## src/rtl/mmuac_pkg.sv

```systemverilog
// shared types, codes and helper functions of the mmu access check block
// no dependencies
package mmuac_pkg;

  typedef enum logic [1:0] {
    CMD_CHECK    = 2'd0,
    CMD_READ_FSR = 2'd1,
    CMD_READ_FAR = 2'd2,
    CMD_NOP      = 2'd3
  } cmd_e;

  typedef enum logic [1:0] {
    CLS_NONE  = 2'd0,
    CLS_INSTR = 2'd1,
    CLS_DATA  = 2'd2
  } fault_cls_e;

  localparam logic [2:0] FT_NONE        = 3'd0;
  localparam logic [2:0] FT_INVALID     = 3'd1;
  localparam logic [2:0] FT_PROTECTION  = 3'd2;
  localparam logic [2:0] FT_PRIVILEGE   = 3'd3;
  localparam logic [2:0] FT_TRANSLATION = 3'd4;

  localparam logic [1:0] ET_EMPTY = 2'd0;
  localparam logic [1:0] ET_PTE   = 2'd2;

  localparam logic [7:0] ASI_USER_INSTR = 8'd8;
  localparam logic [7:0] ASI_SUP_INSTR  = 8'd9;
  localparam logic [7:0] ASI_USR_DATA   = 8'd10;
  localparam logic [7:0] ASI_SUP_DATA   = 8'd11;

  localparam logic [1:0] CFG_MMU_ENABLE       = 2'd0;
  localparam logic [1:0] CFG_NO_FAULT_MODE    = 2'd1;
  localparam logic [1:0] CFG_ALWAYS_CACHEABLE = 2'd2;

  localparam logic [2:0] ACC_DISABLED = 3'd3;

  typedef struct packed {
    logic [2:0] at;
    logic [2:0] ft;
  } perm_res_t;

  function automatic logic [2:0] access_type(logic [7:0] asi, logic store);
    logic [1:0] base;
    logic       known;
    begin
      known = 1'b1;
      base  = 2'd0;
      case (asi)
        ASI_USR_DATA:   base = 2'd0;
        ASI_SUP_DATA:   base = 2'd1;
        ASI_USER_INSTR: base = 2'd2;
        ASI_SUP_INSTR:  base = 2'd3;
        default:        known = 1'b0;
      endcase
      access_type = known ? {store, base} : 3'd0;
    end
  endfunction

  function automatic logic [2:0] check_fault(logic [2:0] at, logic [31:0] pte);
    logic [7:0] bits;
    logic [2:0] res;
    begin
      bits = 8'd1 << at;
      res  = FT_NONE;
      if (pte[1:0] == ET_EMPTY) begin
        res = FT_INVALID;
      end else if (pte[1:0] != ET_PTE) begin
        res = FT_TRANSLATION;
      end else begin
        case (pte[4:2])
          3'd0: res = |(bits & 8'hFC) ? FT_PROTECTION : FT_NONE;
          3'd1: res = |(bits & 8'hCC) ? FT_PROTECTION : FT_NONE;
          3'd2: res = |(bits & 8'hF0) ? FT_PROTECTION : FT_NONE;
          3'd3: res = FT_NONE;
          3'd4: res = |(bits & 8'hF3) ? FT_PROTECTION : FT_NONE;
          3'd5: res = |(bits & 8'hDC) ? FT_PROTECTION : FT_NONE;
          3'd6: begin
            if (|(bits & 8'hA0)) res = FT_PROTECTION;
            else res = |(bits & 8'h55) ? FT_PRIVILEGE : FT_NONE;
          end
          default: res = |(bits & 8'h55) ? FT_PRIVILEGE : FT_NONE;
        endcase
      end
      check_fault = res;
    end
  endfunction

endpackage

```

## src/rtl/mmu_access_check_and_fault_record.sv

```systemverilog
// top level: access check, address forming, fault status and address registers
// depends on mmuac_pkg and mmuac_perm_check
//
// Takes one beat per cycle and returns its result from an output register in
// the cycle after it is taken; a new beat is taken whenever that register is empty or
// its beat is taken in the same cycle, so the block sustains one access per
// clock. The permission check, address forming and fault recording are a
// single combinational pass from the input beat and the fault registers.
// Fault status and fault address are updated at the edge that accepts the
// beat, so back-to-back beats see each other's faults in order.
module mmu_access_check_and_fault_record (
  input  logic          clk_i,
  input  logic          rst_ni,
  input  logic          cfg_we_i,
  input  logic [1:0]    cfg_idx_i,
  input  logic          cfg_data_i,
  input  logic          s_axis_tvalid_i,
  output logic          s_axis_tready_o,
  // virt_addr, space_id, is_store, is_atomic, is_fetch, entry_word, entry_level
  input  logic [79:0]   s_axis_tdata_i,
  // command
  input  logic [1:0]    s_axis_tuser_i,
  output logic          m_axis_tvalid_o,
  input  logic          m_axis_tready_i,
  // phys_addr, cacheable, access_rights, granted, trap, fault_code,
  // updated_entry, entry_write_back, read_data
  output logic [111:0]  m_axis_tdata_o
);

  logic        enable_q, nf_q, always_c_q;
  logic [17:0] fsr_q, fsr_d;
  logic [31:0] far_q, far_d;
  mmuac_pkg::fault_cls_e pend_q, pend_d;
  logic         out_valid_q;
  logic [111:0] out_q, out_d;

  logic [31:0] va, pte;
  logic [7:0]  asi;
  logic        store, atomic, fetch;
  logic [1:0]  level;
  mmuac_pkg::cmd_e cmd;
  logic        accept;

  mmuac_pkg::perm_res_t perm;
  mmuac_pkg::fault_cls_e cls;
  logic [17:0] fsr_new;
  logic [35:0] pa;
  logic [31:0] upd;
  logic        trap;

  logic [35:0] o_pa;
  logic        o_c, o_granted, o_trap, o_wb;
  logic [2:0]  o_acc, o_fc;
  logic [31:0] o_upd, o_rd;

  assign va     = s_axis_tdata_i[31:0];
  assign asi    = s_axis_tdata_i[39:32];
  assign store  = s_axis_tdata_i[40];
  assign atomic = s_axis_tdata_i[41];
  assign fetch  = s_axis_tdata_i[42];
  assign pte    = s_axis_tdata_i[74:43];
  assign level  = s_axis_tdata_i[76:75];
  assign cmd    = mmuac_pkg::cmd_e'(s_axis_tuser_i);

  assign s_axis_tready_o = ~out_valid_q | m_axis_tready_i;
  assign accept          = s_axis_tvalid_i & s_axis_tready_o;

  mmuac_perm_check u_perm (
    .space_id_i   (asi),
    .is_store_i   (store),
    .is_atomic_i  (atomic),
    .entry_word_i (pte),
    .res_o        (perm)
  );

  always_comb begin
    cls     = fetch ? mmuac_pkg::CLS_INSTR : mmuac_pkg::CLS_DATA;
    fsr_new = {8'd0, level, perm.at, perm.ft, 1'b1, pend_q == cls};
    trap    = ~(nf_q && (asi != mmuac_pkg::ASI_SUP_INSTR));
    unique case (level)
      2'd3:    pa = {pte[31:8], va[11:0]};
      2'd2:    pa = {pte[31:14], va[17:0]};
      2'd1:    pa = {pte[31:20], va[23:0]};
      default: pa = {pte[31:28], va};
    endcase
    upd = pte | 32'h20 | (store ? 32'h40 : 32'h0);
  end

  always_comb begin
    fsr_d     = fsr_q;
    far_d     = far_q;
    pend_d    = pend_q;
    o_pa      = '0;
    o_c       = 1'b0;
    o_acc     = '0;
    o_granted = 1'b0;
    o_trap    = 1'b0;
    o_fc      = mmuac_pkg::FT_NONE;
    o_upd     = '0;
    o_wb      = 1'b0;
    o_rd      = '0;
    unique case (cmd)
      mmuac_pkg::CMD_READ_FSR: begin
        o_rd   = {14'd0, fsr_q};
        fsr_d  = '0;
        pend_d = mmuac_pkg::CLS_NONE;
      end
      mmuac_pkg::CMD_READ_FAR: begin
        o_rd = far_q;
      end
      mmuac_pkg::CMD_CHECK: begin
        if (!enable_q) begin
          o_pa      = {4'd0, va};
          o_c       = always_c_q;
          o_acc     = mmuac_pkg::ACC_DISABLED;
          o_granted = 1'b1;
        end else if (perm.ft != mmuac_pkg::FT_NONE) begin
          o_trap = trap;
          o_fc   = perm.ft;
          if (!(pend_q == mmuac_pkg::CLS_DATA && cls != mmuac_pkg::CLS_DATA)) begin
            fsr_d  = fsr_new;
            far_d  = va;
            pend_d = cls;
          end
        end else begin
          o_pa      = pa;
          o_c       = pte[7];
          o_acc     = pte[4:2];
          o_granted = 1'b1;
          o_upd     = upd;
          o_wb      = upd != pte;
        end
      end
      default: begin
      end
    endcase
    out_d = {2'd0, o_rd, o_wb, o_upd, o_fc, o_trap, o_granted, o_acc, o_c, o_pa};
  end

  always_ff @(posedge clk_i or negedge rst_ni) begin
    if (!rst_ni) begin
      enable_q   <= 1'b0;
      nf_q       <= 1'b0;
      always_c_q <= 1'b0;
    end else if (cfg_we_i) begin
      unique case (cfg_idx_i)
        mmuac_pkg::CFG_MMU_ENABLE:       enable_q   <= cfg_data_i;
        mmuac_pkg::CFG_NO_FAULT_MODE:    nf_q       <= cfg_data_i;
        mmuac_pkg::CFG_ALWAYS_CACHEABLE: always_c_q <= cfg_data_i;
        default: begin
        end
      endcase
    end
  end

  always_ff @(posedge clk_i or negedge rst_ni) begin
    if (!rst_ni) begin
      fsr_q       <= '0;
      far_q       <= '0;
      pend_q      <= mmuac_pkg::CLS_NONE;
      out_valid_q <= 1'b0;
    end else begin
      if (accept) begin
        fsr_q  <= fsr_d;
        far_q  <= far_d;
        pend_q <= pend_d;
      end
      if (accept) out_valid_q <= 1'b1;
      else if (m_axis_tready_i) out_valid_q <= 1'b0;
    end
  end

  always_ff @(posedge clk_i) begin
    if (accept) out_q <= out_d;
  end

  assign m_axis_tvalid_o = out_valid_q;
  assign m_axis_tdata_o  = out_q;

`ifndef ASSERT_OFF
  a_fav_matches_pending: assert property (@(posedge clk_i) disable iff (!rst_ni)
    fsr_q[1] == (pend_q != mmuac_pkg::CLS_NONE))
    else $error("fault valid bit out of step with pending class");

  a_pending_legal: assert property (@(posedge clk_i) disable iff (!rst_ni)
    (pend_q == mmuac_pkg::CLS_NONE) || (pend_q == mmuac_pkg::CLS_INSTR) ||
    (pend_q == mmuac_pkg::CLS_DATA))
    else $error("pending fault class holds an unused code");

  a_fsr_cleared: assert property (@(posedge clk_i) disable iff (!rst_ni)
    (accept && cmd == mmuac_pkg::CMD_READ_FSR) |=> (fsr_q == '0))
    else $error("fault status not cleared after read");

  a_grant_no_fault: assert property (@(posedge clk_i) disable iff (!rst_ni)
    out_valid_q |-> !(out_q[40] && (out_q[44:42] != mmuac_pkg::FT_NONE)))
    else $error("granted beat carries a fault code");
`endif

endmodule

```

## src/rtl/mmuac_perm_check.sv

```systemverilog
// acc by access type permission check, atomic accesses checked both ways
// depends on mmuac_pkg
module mmuac_perm_check (
  input  logic [7:0]            space_id_i,
  input  logic                  is_store_i,
  input  logic                  is_atomic_i,
  input  logic [31:0]           entry_word_i,
  output mmuac_pkg::perm_res_t  res_o
);

  logic [2:0] at_first, at_second;
  logic [2:0] ft_first, ft_second;

  always_comb begin
    at_first  = mmuac_pkg::access_type(space_id_i, is_store_i);
    at_second = mmuac_pkg::access_type(space_id_i, ~is_store_i);
    ft_first  = mmuac_pkg::check_fault(at_first, entry_word_i);
    ft_second = mmuac_pkg::check_fault(at_second, entry_word_i);
    res_o.at  = at_first;
    res_o.ft  = ft_first;
    if (is_atomic_i && (ft_first == mmuac_pkg::FT_NONE) &&
        (ft_second != mmuac_pkg::FT_NONE)) begin
      res_o.at = at_second;
      res_o.ft = ft_second;
    end
  end

endmodule
```

## config.mk

```make
export PLATFORM = sky130hd
export DESIGN_NAME = mmu_access_check_and_fault_record
export DESIGN_NICKNAME = d
export VERILOG_FILES = /design/src/rtl/mmuac_pkg.sv /design/src/rtl/mmu_access_check_and_fault_record.sv /design/src/rtl/mmuac_perm_check.sv
export SDC_FILE = /design/constraint.sdc
export NUM_CORES = 1
export LEC_CHECK = 0
export BUFFER_PORTS_ARGS = -buffer_cell sky130_fd_sc_hd__buf_4
export CAP_MARGIN = 20
export CORE_MARGIN = 4
export CORE_UTILIZATION = 55
export CTS_CLUSTER_SIZE = 14
export DETAILED_ROUTE_END_ITERATION = 10
export PLACE_DENSITY = 0.84
export SKIP_CTS_REPAIR_TIMING = 1
export SYNTH_ARGS = -nofsm -noshare
export SYNTH_HDL_FRONTEND = slang
export SYNTH_SLANG_ARGS = --single-unit
```

## constraint.sdc

```tcl
create_clock -name clk_i -period 10.05 [get_ports clk_i]
set_clock_uncertainty 0.15 [all_clocks]
set_input_delay 1.005 -clock clk_i [delete_from_list [all_inputs] [get_ports clk_i]]
set_output_delay 1.005 -clock clk_i [all_outputs]
set_load 0.02 [all_outputs]
```

==> report_table.html <==
<table>
<tr><th>Metric</th><th>Value</th></tr>
<tr><th colspan="2">Outcome</th></tr>
<tr><td>Outcome</td><td>finished clean</td></tr>
<tr><th colspan="2">Logic synthesis</th></tr>
<tr><td>Post-Synth Simple-Gate Area</td><td>a little under a fifth</td></tr>
<tr><td>Syn Std Cell Area</td><td>between 6000 and 7000 sq um</td></tr>
<tr><td>Yosys Warn Count</td><td>0</td></tr>
<tr><td>Most instantiated cells after synthesis</td><td>sky130_fd_sc_hd__edfxtp_1 (105), sky130_fd_sc_hd__and2_1 (48), sky130_fd_sc_hd__dfrtp_1 (48)</td></tr>
<tr><td>Combinational family with the most area after synthesis</td><td>simple AND/OR/NAND/NOR gates</td></tr>
<tr><td>Post-synthesis async set-or-reset flop share</td><td>about a third</td></tr>
<tr><td>Syn Inst Count</td><td>535</td></tr>
<tr><td>Post-synth EDFFs</td><td>approximately 110</td></tr>
<tr><td>Share of cell area taken by muxes after synthesis</td><td>around 7.1%</td></tr>
<tr><td>Share of the synthesized area in the top cell type</td><td>around 46%</td></tr>
<tr><td>Top cells by area in the synthesized netlist</td><td>sky130_fd_sc_hd__edfxtp_1 (46%), sky130_fd_sc_hd__dfrtp_1 (18%), sky130_fd_sc_hd__mux2_2 (5.8%), sky130_fd_sc_hd__and2_1 (4.4%), sky130_fd_sc_hd__nand2_1 (2.0%)</td></tr>
<tr><td>Dominant synthesized flop cell</td><td>sky130_fd_sc_hd__edfxtp_1</td></tr>
<tr><td>Sequential share of the synthesized area</td><td>63.9%</td></tr>
<tr><td>Dominant cell type by area after synthesis</td><td>sky130_fd_sc_hd__edfxtp_1</td></tr>
<tr><td>Flip-flop and latch count after synthesis</td><td>153</td></tr>
<tr><td>Share of the synthesized area in compound gates (AO/OA/AOI/OAI)</td><td>under 10%</td></tr>
<tr><td>Post-Synthesis Mean Instance Area</td><td>approximately 13 sq um</td></tr>
<tr><td>Cell with the most instances after synthesis</td><td>sky130_fd_sc_hd__edfxtp_1</td></tr>
<tr><td>Post-Synth Adder-Cell Area</td><td>less than 1%</td></tr>
<tr><td>Unique cell type count in the Yosys netlist</td><td>a little under 50</td></tr>
<tr><td>Fraction of synthesized cell area in xor and xnor cells</td><td>0%</td></tr>
<tr><th colspan="2">Clocking</th></tr>
<tr><td>Number of buffers added by the clock tree synthesis step</td><td>17</td></tr>
<tr><td>Max H-tree Level</td><td>4</td></tr>
<tr><td>Clk sinks</td><td>between 150 and 200</td></tr>
<tr><td>Clock transition at path regs</td><td>~60 ps</td></tr>
<tr><td>Clock tree root buffer cell</td><td>sky130_fd_sc_hd__clkbuf_16</td></tr>
<tr><td>Later-pin clock latency in the skew report</td><td>between 400 and 500 ps</td></tr>
<tr><td>Max Root-Sink Buffers</td><td>2</td></tr>
<tr><td>TritonCTS clock tree</td><td>done</td></tr>
<tr><th colspan="2">Timing</th></tr>
<tr><td>Final critical-path share of the clock period</td><td>about two fifths</td></tr>
<tr><td>Actual transition at the worst max-transition pin</td><td>a little over 1000 ps</td></tr>
<tr><td>Number of max-slew violations in the final report</td><td>0</td></tr>
<tr><td>Max frequency</td><td>between 200 and 300 MHz</td></tr>
<tr><td>Min cycle time layout</td><td>around 4000 ps</td></tr>
<tr><td>Endpoints failing setup</td><td>0</td></tr>
<tr><td>Worst hold margin</td><td>roughly 340 ps</td></tr>
<tr><td>Accumulated negative setup slack</td><td>0 ps</td></tr>
<tr><td>Max-slew headroom at the worst pin</td><td>around a third</td></tr>
<tr><td>RSZ-0062 raised after global routing</td><td>no</td></tr>
<tr><td>Hold violation total from the final report</td><td>0</td></tr>
<tr><th colspan="2">Route</th></tr>
<tr><td>Total Routed Length</td><td>17,800 um</td></tr>
<tr><td>Count of antenna-violating nets left after detailed routing</td><td>0</td></tr>
<tr><td>Total number of vias</td><td>5,124</td></tr>
<tr><td>DRC violation count after routing</td><td>0</td></tr>
<tr><td>Average detailed-routed wire length per instance</td><td>roughly 20 um</td></tr>
<tr><td>First-pass detailed-route iteration total</td><td>6</td></tr>
<tr><td>Ratio of routed vias to standard cells</td><td>between 5 and 6</td></tr>
<tr><td>Initial detailed-routing violation count</td><td>~490</td></tr>
<tr><th colspan="2">Critical path</th></tr>
<tr><td>Depth of the worst register-to-register path</td><td>5</td></tr>
<tr><td>Type of element capturing the critical path</td><td>flop</td></tr>
<tr><td>Required time of the critical path</td><td>10,180 ps</td></tr>
<tr><td>Maximum fanout along the worst path</td><td>27</td></tr>
<tr><td>R2R Setup Slk</td><td>about 7000 ps</td></tr>
<tr><td>Worst setup path startpoint</td><td>s_axis_tdata_i[34]</td></tr>
<tr><td>Startpoint-to-endpoint class of the critical path</td><td>input pin to flop</td></tr>
<tr><td>Sort of element at the start of the critical path</td><td>input pin</td></tr>
<tr><td>Terminus of the critical flop-to-flop path</td><td>far_q[27]</td></tr>
<tr><td>Worst flop-to-flop path startpoint</td><td>enable_q</td></tr>
<tr><td>Arrival @ worst endpoint</td><td>approximately 4000 ps</td></tr>
<tr><th colspan="2">Flow run</th></tr>
<tr><td>Total of max-cap violations</td><td>0</td></tr>
<tr><th colspan="2">GRT</th></tr>
<tr><td>Vias in the first global route</td><td>between 5,000 and 6,000</td></tr>
<tr><td>Remaining global-route overflow</td><td>0</td></tr>
<tr><td>Largest net degree at the start of global routing</td><td>between 70 and 80</td></tr>
<tr><td>Total track usage</td><td>between 20% and 30%</td></tr>
<tr><td>Global-route wire length before repair</td><td>27,400 um</td></tr>
<tr><td>Number of antenna violations at the first check in global routing</td><td>0</td></tr>
<tr><th colspan="2">Power and ir drop</th></tr>
<tr><td>Power Internal</td><td>0.00133 W</td></tr>
<tr><td>Clk pwr share</td><td>about two fifths</td></tr>
<tr><td>Sequential fraction of design power</td><td>a little under half</td></tr>
<tr><td>Combinational cell fraction of total power</td><td>between 10% and 20%</td></tr>
<tr><td>Switching share of power</td><td>24.1%</td></tr>
<tr><td>Total net switching power</td><td>between 0.0004 and 0.0005 W</td></tr>
<tr><td>Pwr dens</td><td>194 nW/um^2</td></tr>
<tr><td>Leak Pwr</td><td>~3.8 nW</td></tr>
<tr><td>Peak supply drop</td><td>around 0.12 mV</td></tr>
<tr><th colspan="2">Floorplan</th></tr>
<tr><td>Die outline area</td><td>~14,000 sq um</td></tr>
<tr><td>Core box area</td><td>between 10,000 and 15,000 sq um</td></tr>
<tr><td>I/O pin count</td><td>~200</td></tr>
<tr><td>Width of the chip</td><td>about 120 um</td></tr>
<tr><td>Site Rows</td><td>40</td></tr>
<tr><td>Overall die height</td><td>approximately 120 um</td></tr>
<tr><td>Initial Util</td><td>a little under three fifths</td></tr>
<tr><th colspan="2">Placed design</th></tr>
<tr><td>I/O Buffers</td><td>around 200</td></tr>
<tr><td>RePlAce Congestion</td><td>~0.96</td></tr>
<tr><td>Number of cells after detailed placement</td><td>a little under 900</td></tr>
<tr><td>Final HPWL DP</td><td>between 10,000 and 15,000 um</td></tr>
<tr><th colspan="2">Layout</th></tr>
<tr><td>Layout area overhead</td><td>32.7%</td></tr>
<tr><td>NumNets Final</td><td>between 800 and 900</td></tr>
<tr><td>Ratio of cells with drive above 1 in the final layout</td><td>approximately 38%</td></tr>
<tr><td>Non-filler instance count after layout</td><td>902</td></tr>
<tr><td>Antenna cell count</td><td>0</td></tr>
<tr><th colspan="2">Min path</th></tr>
<tr><td>Hold Startpoint</td><td>fsr_q[1]</td></tr>
<tr><td>Cell count of the worst hold path</td><td>2</td></tr>
<tr><td>Hold crit path type</td><td>flop to flop</td></tr>
<tr><td>Hold-critical path endpoint</td><td>fsr_q[1]</td></tr>
</table>
## cell families (layout without fill, tap and decap cells)
kind of cell             after synthesis  count (layout)
AO/OA/AOI/OAI                         67              67
adder cells (fa/ha/maj)                3               3
flip-flops                           153             153
buffers and inverters                 53             250
multiplexers                          44              44
AND/OR/NAND/NOR                      214             214
other                                  1               3
## sequential cells by signal, indices dropped and copies added, names as in the netlist
| signal | count |
|---|---|
| pend_q | 2 |
| enable_q | 1 |
| always_c_q | 1 |
| nf_q | 1 |
| m_axis_tvalid_o | 1 |
| fsr_q | 10 |
| far_q | 32 |
| m_axis_tdata_o | 105 |
## critical path: stages
cell	delay, ps
sky130_fd_sc_hd__buf_4	110
sky130_fd_sc_hd__nor4b_2	400
sky130_fd_sc_hd__a311o_1	330
sky130_fd_sc_hd__nand3_1	150
sky130_fd_sc_hd__nor3_4	560
sky130_fd_sc_hd__nand4_1	650
sky130_fd_sc_hd__inv_2	590
sky130_fd_sc_hd__a22o_1	230
## metrics by stage
step / util (%) / setup WS, ps / power (W) / instance area (sq um)
floorplan: - / 4620 / 0.000968 / 6820
global route: 75.0 / 5800 / 0.00182 / 9040
CTS: 74.6 / 5370 / 0.00176 / 9000
global placement: 69.3 / 5110 / 0.00106 / 8360
finish: 75.0 / 6150 / 0.00176 / 9040
detailed placement: 69.3 / 4960 / 0.00108 / 8360
## how the worst max path moves through the flow
stage | end | slack (ps) | cells past startpoint
floorplan | far_q[0] | 4620 | 6
global placement | m_axis_tdata_o[36] | 5110 | 8
detailed placement | m_axis_tdata_o[36] | 4960 | 8
CTS | m_axis_tdata_o[36] | 5370 | 8
global route | m_axis_tdata_o[36] | 5800 | 8
finish | m_axis_tdata_o[36] | 6150 | 8
## area by class of cell
type	count	area, sq um
Timing Repair Buffer	204	1550
Inverter	14	52.6
Fill cell	752	3020
Multi-Input combinational cell	331	2240
Tap cell	168	210
Clock inverter	12	200
Clock buffer	20	437
Sequential cell	153	4350
## cells in the final DEF, fill, tap and decap left out, types with 4 or more instances in the layout
| master | instances |
|---|---|
| sky130_fd_sc_hd__a21oi_1 | 11 |
| sky130_fd_sc_hd__a22oi_1 | 10 |
| sky130_fd_sc_hd__a31oi_1 | 15 |
| sky130_fd_sc_hd__and2_1 | 47 |
| sky130_fd_sc_hd__and3_1 | 14 |
| sky130_fd_sc_hd__buf_4 | 202 |
| sky130_fd_sc_hd__bufinv_16 | 5 |
| sky130_fd_sc_hd__clkbuf_16 | 17 |
| sky130_fd_sc_hd__dfrtp_1 | 48 |
| sky130_fd_sc_hd__edfxtp_1 | 105 |
| sky130_fd_sc_hd__inv_1 | 13 |
| sky130_fd_sc_hd__mux2_2 | 35 |
| sky130_fd_sc_hd__mux2i_1 | 9 |
| sky130_fd_sc_hd__nand2_1 | 36 |
| sky130_fd_sc_hd__nand2b_1 | 20 |
| sky130_fd_sc_hd__nand3_1 | 23 |
| sky130_fd_sc_hd__nand4_1 | 21 |
| sky130_fd_sc_hd__nor2_1 | 16 |
| sky130_fd_sc_hd__nor2b_1 | 11 |
| sky130_fd_sc_hd__nor3b_1 | 13 |
| sky130_fd_sc_hd__o211ai_1 | 8 |
| sky130_fd_sc_hd__o21ai_0 | 4 |
## layer usage
layer / global-route usage (%) / wire (um) / up-vias
li1: - / - / 2326
met1: 30.8 / 6810 / 2495
met2: 42.2 / 9180 / 260
met3: 6.03 / 1280 / 43
met4: 10.5 / 537 / 0
met5: 0 / 0 / -
## power groups by stage
stage / Clock [W] / Combinational, W / Sequential (W)
final: 0.000684 / 0.000259 / 0.000814
after CTS: 0.000691 / 0.000258 / 0.000814
after detailed placement: 0 / 0.000254 / 0.000824
after global placement: 0 / 0.000244 / 0.000818
after floorplan: 0 / 0.000126 / 0.000843
after global routing: 0.000717 / 0.000278 / 0.000823
(Power assumes the default switching activity.)
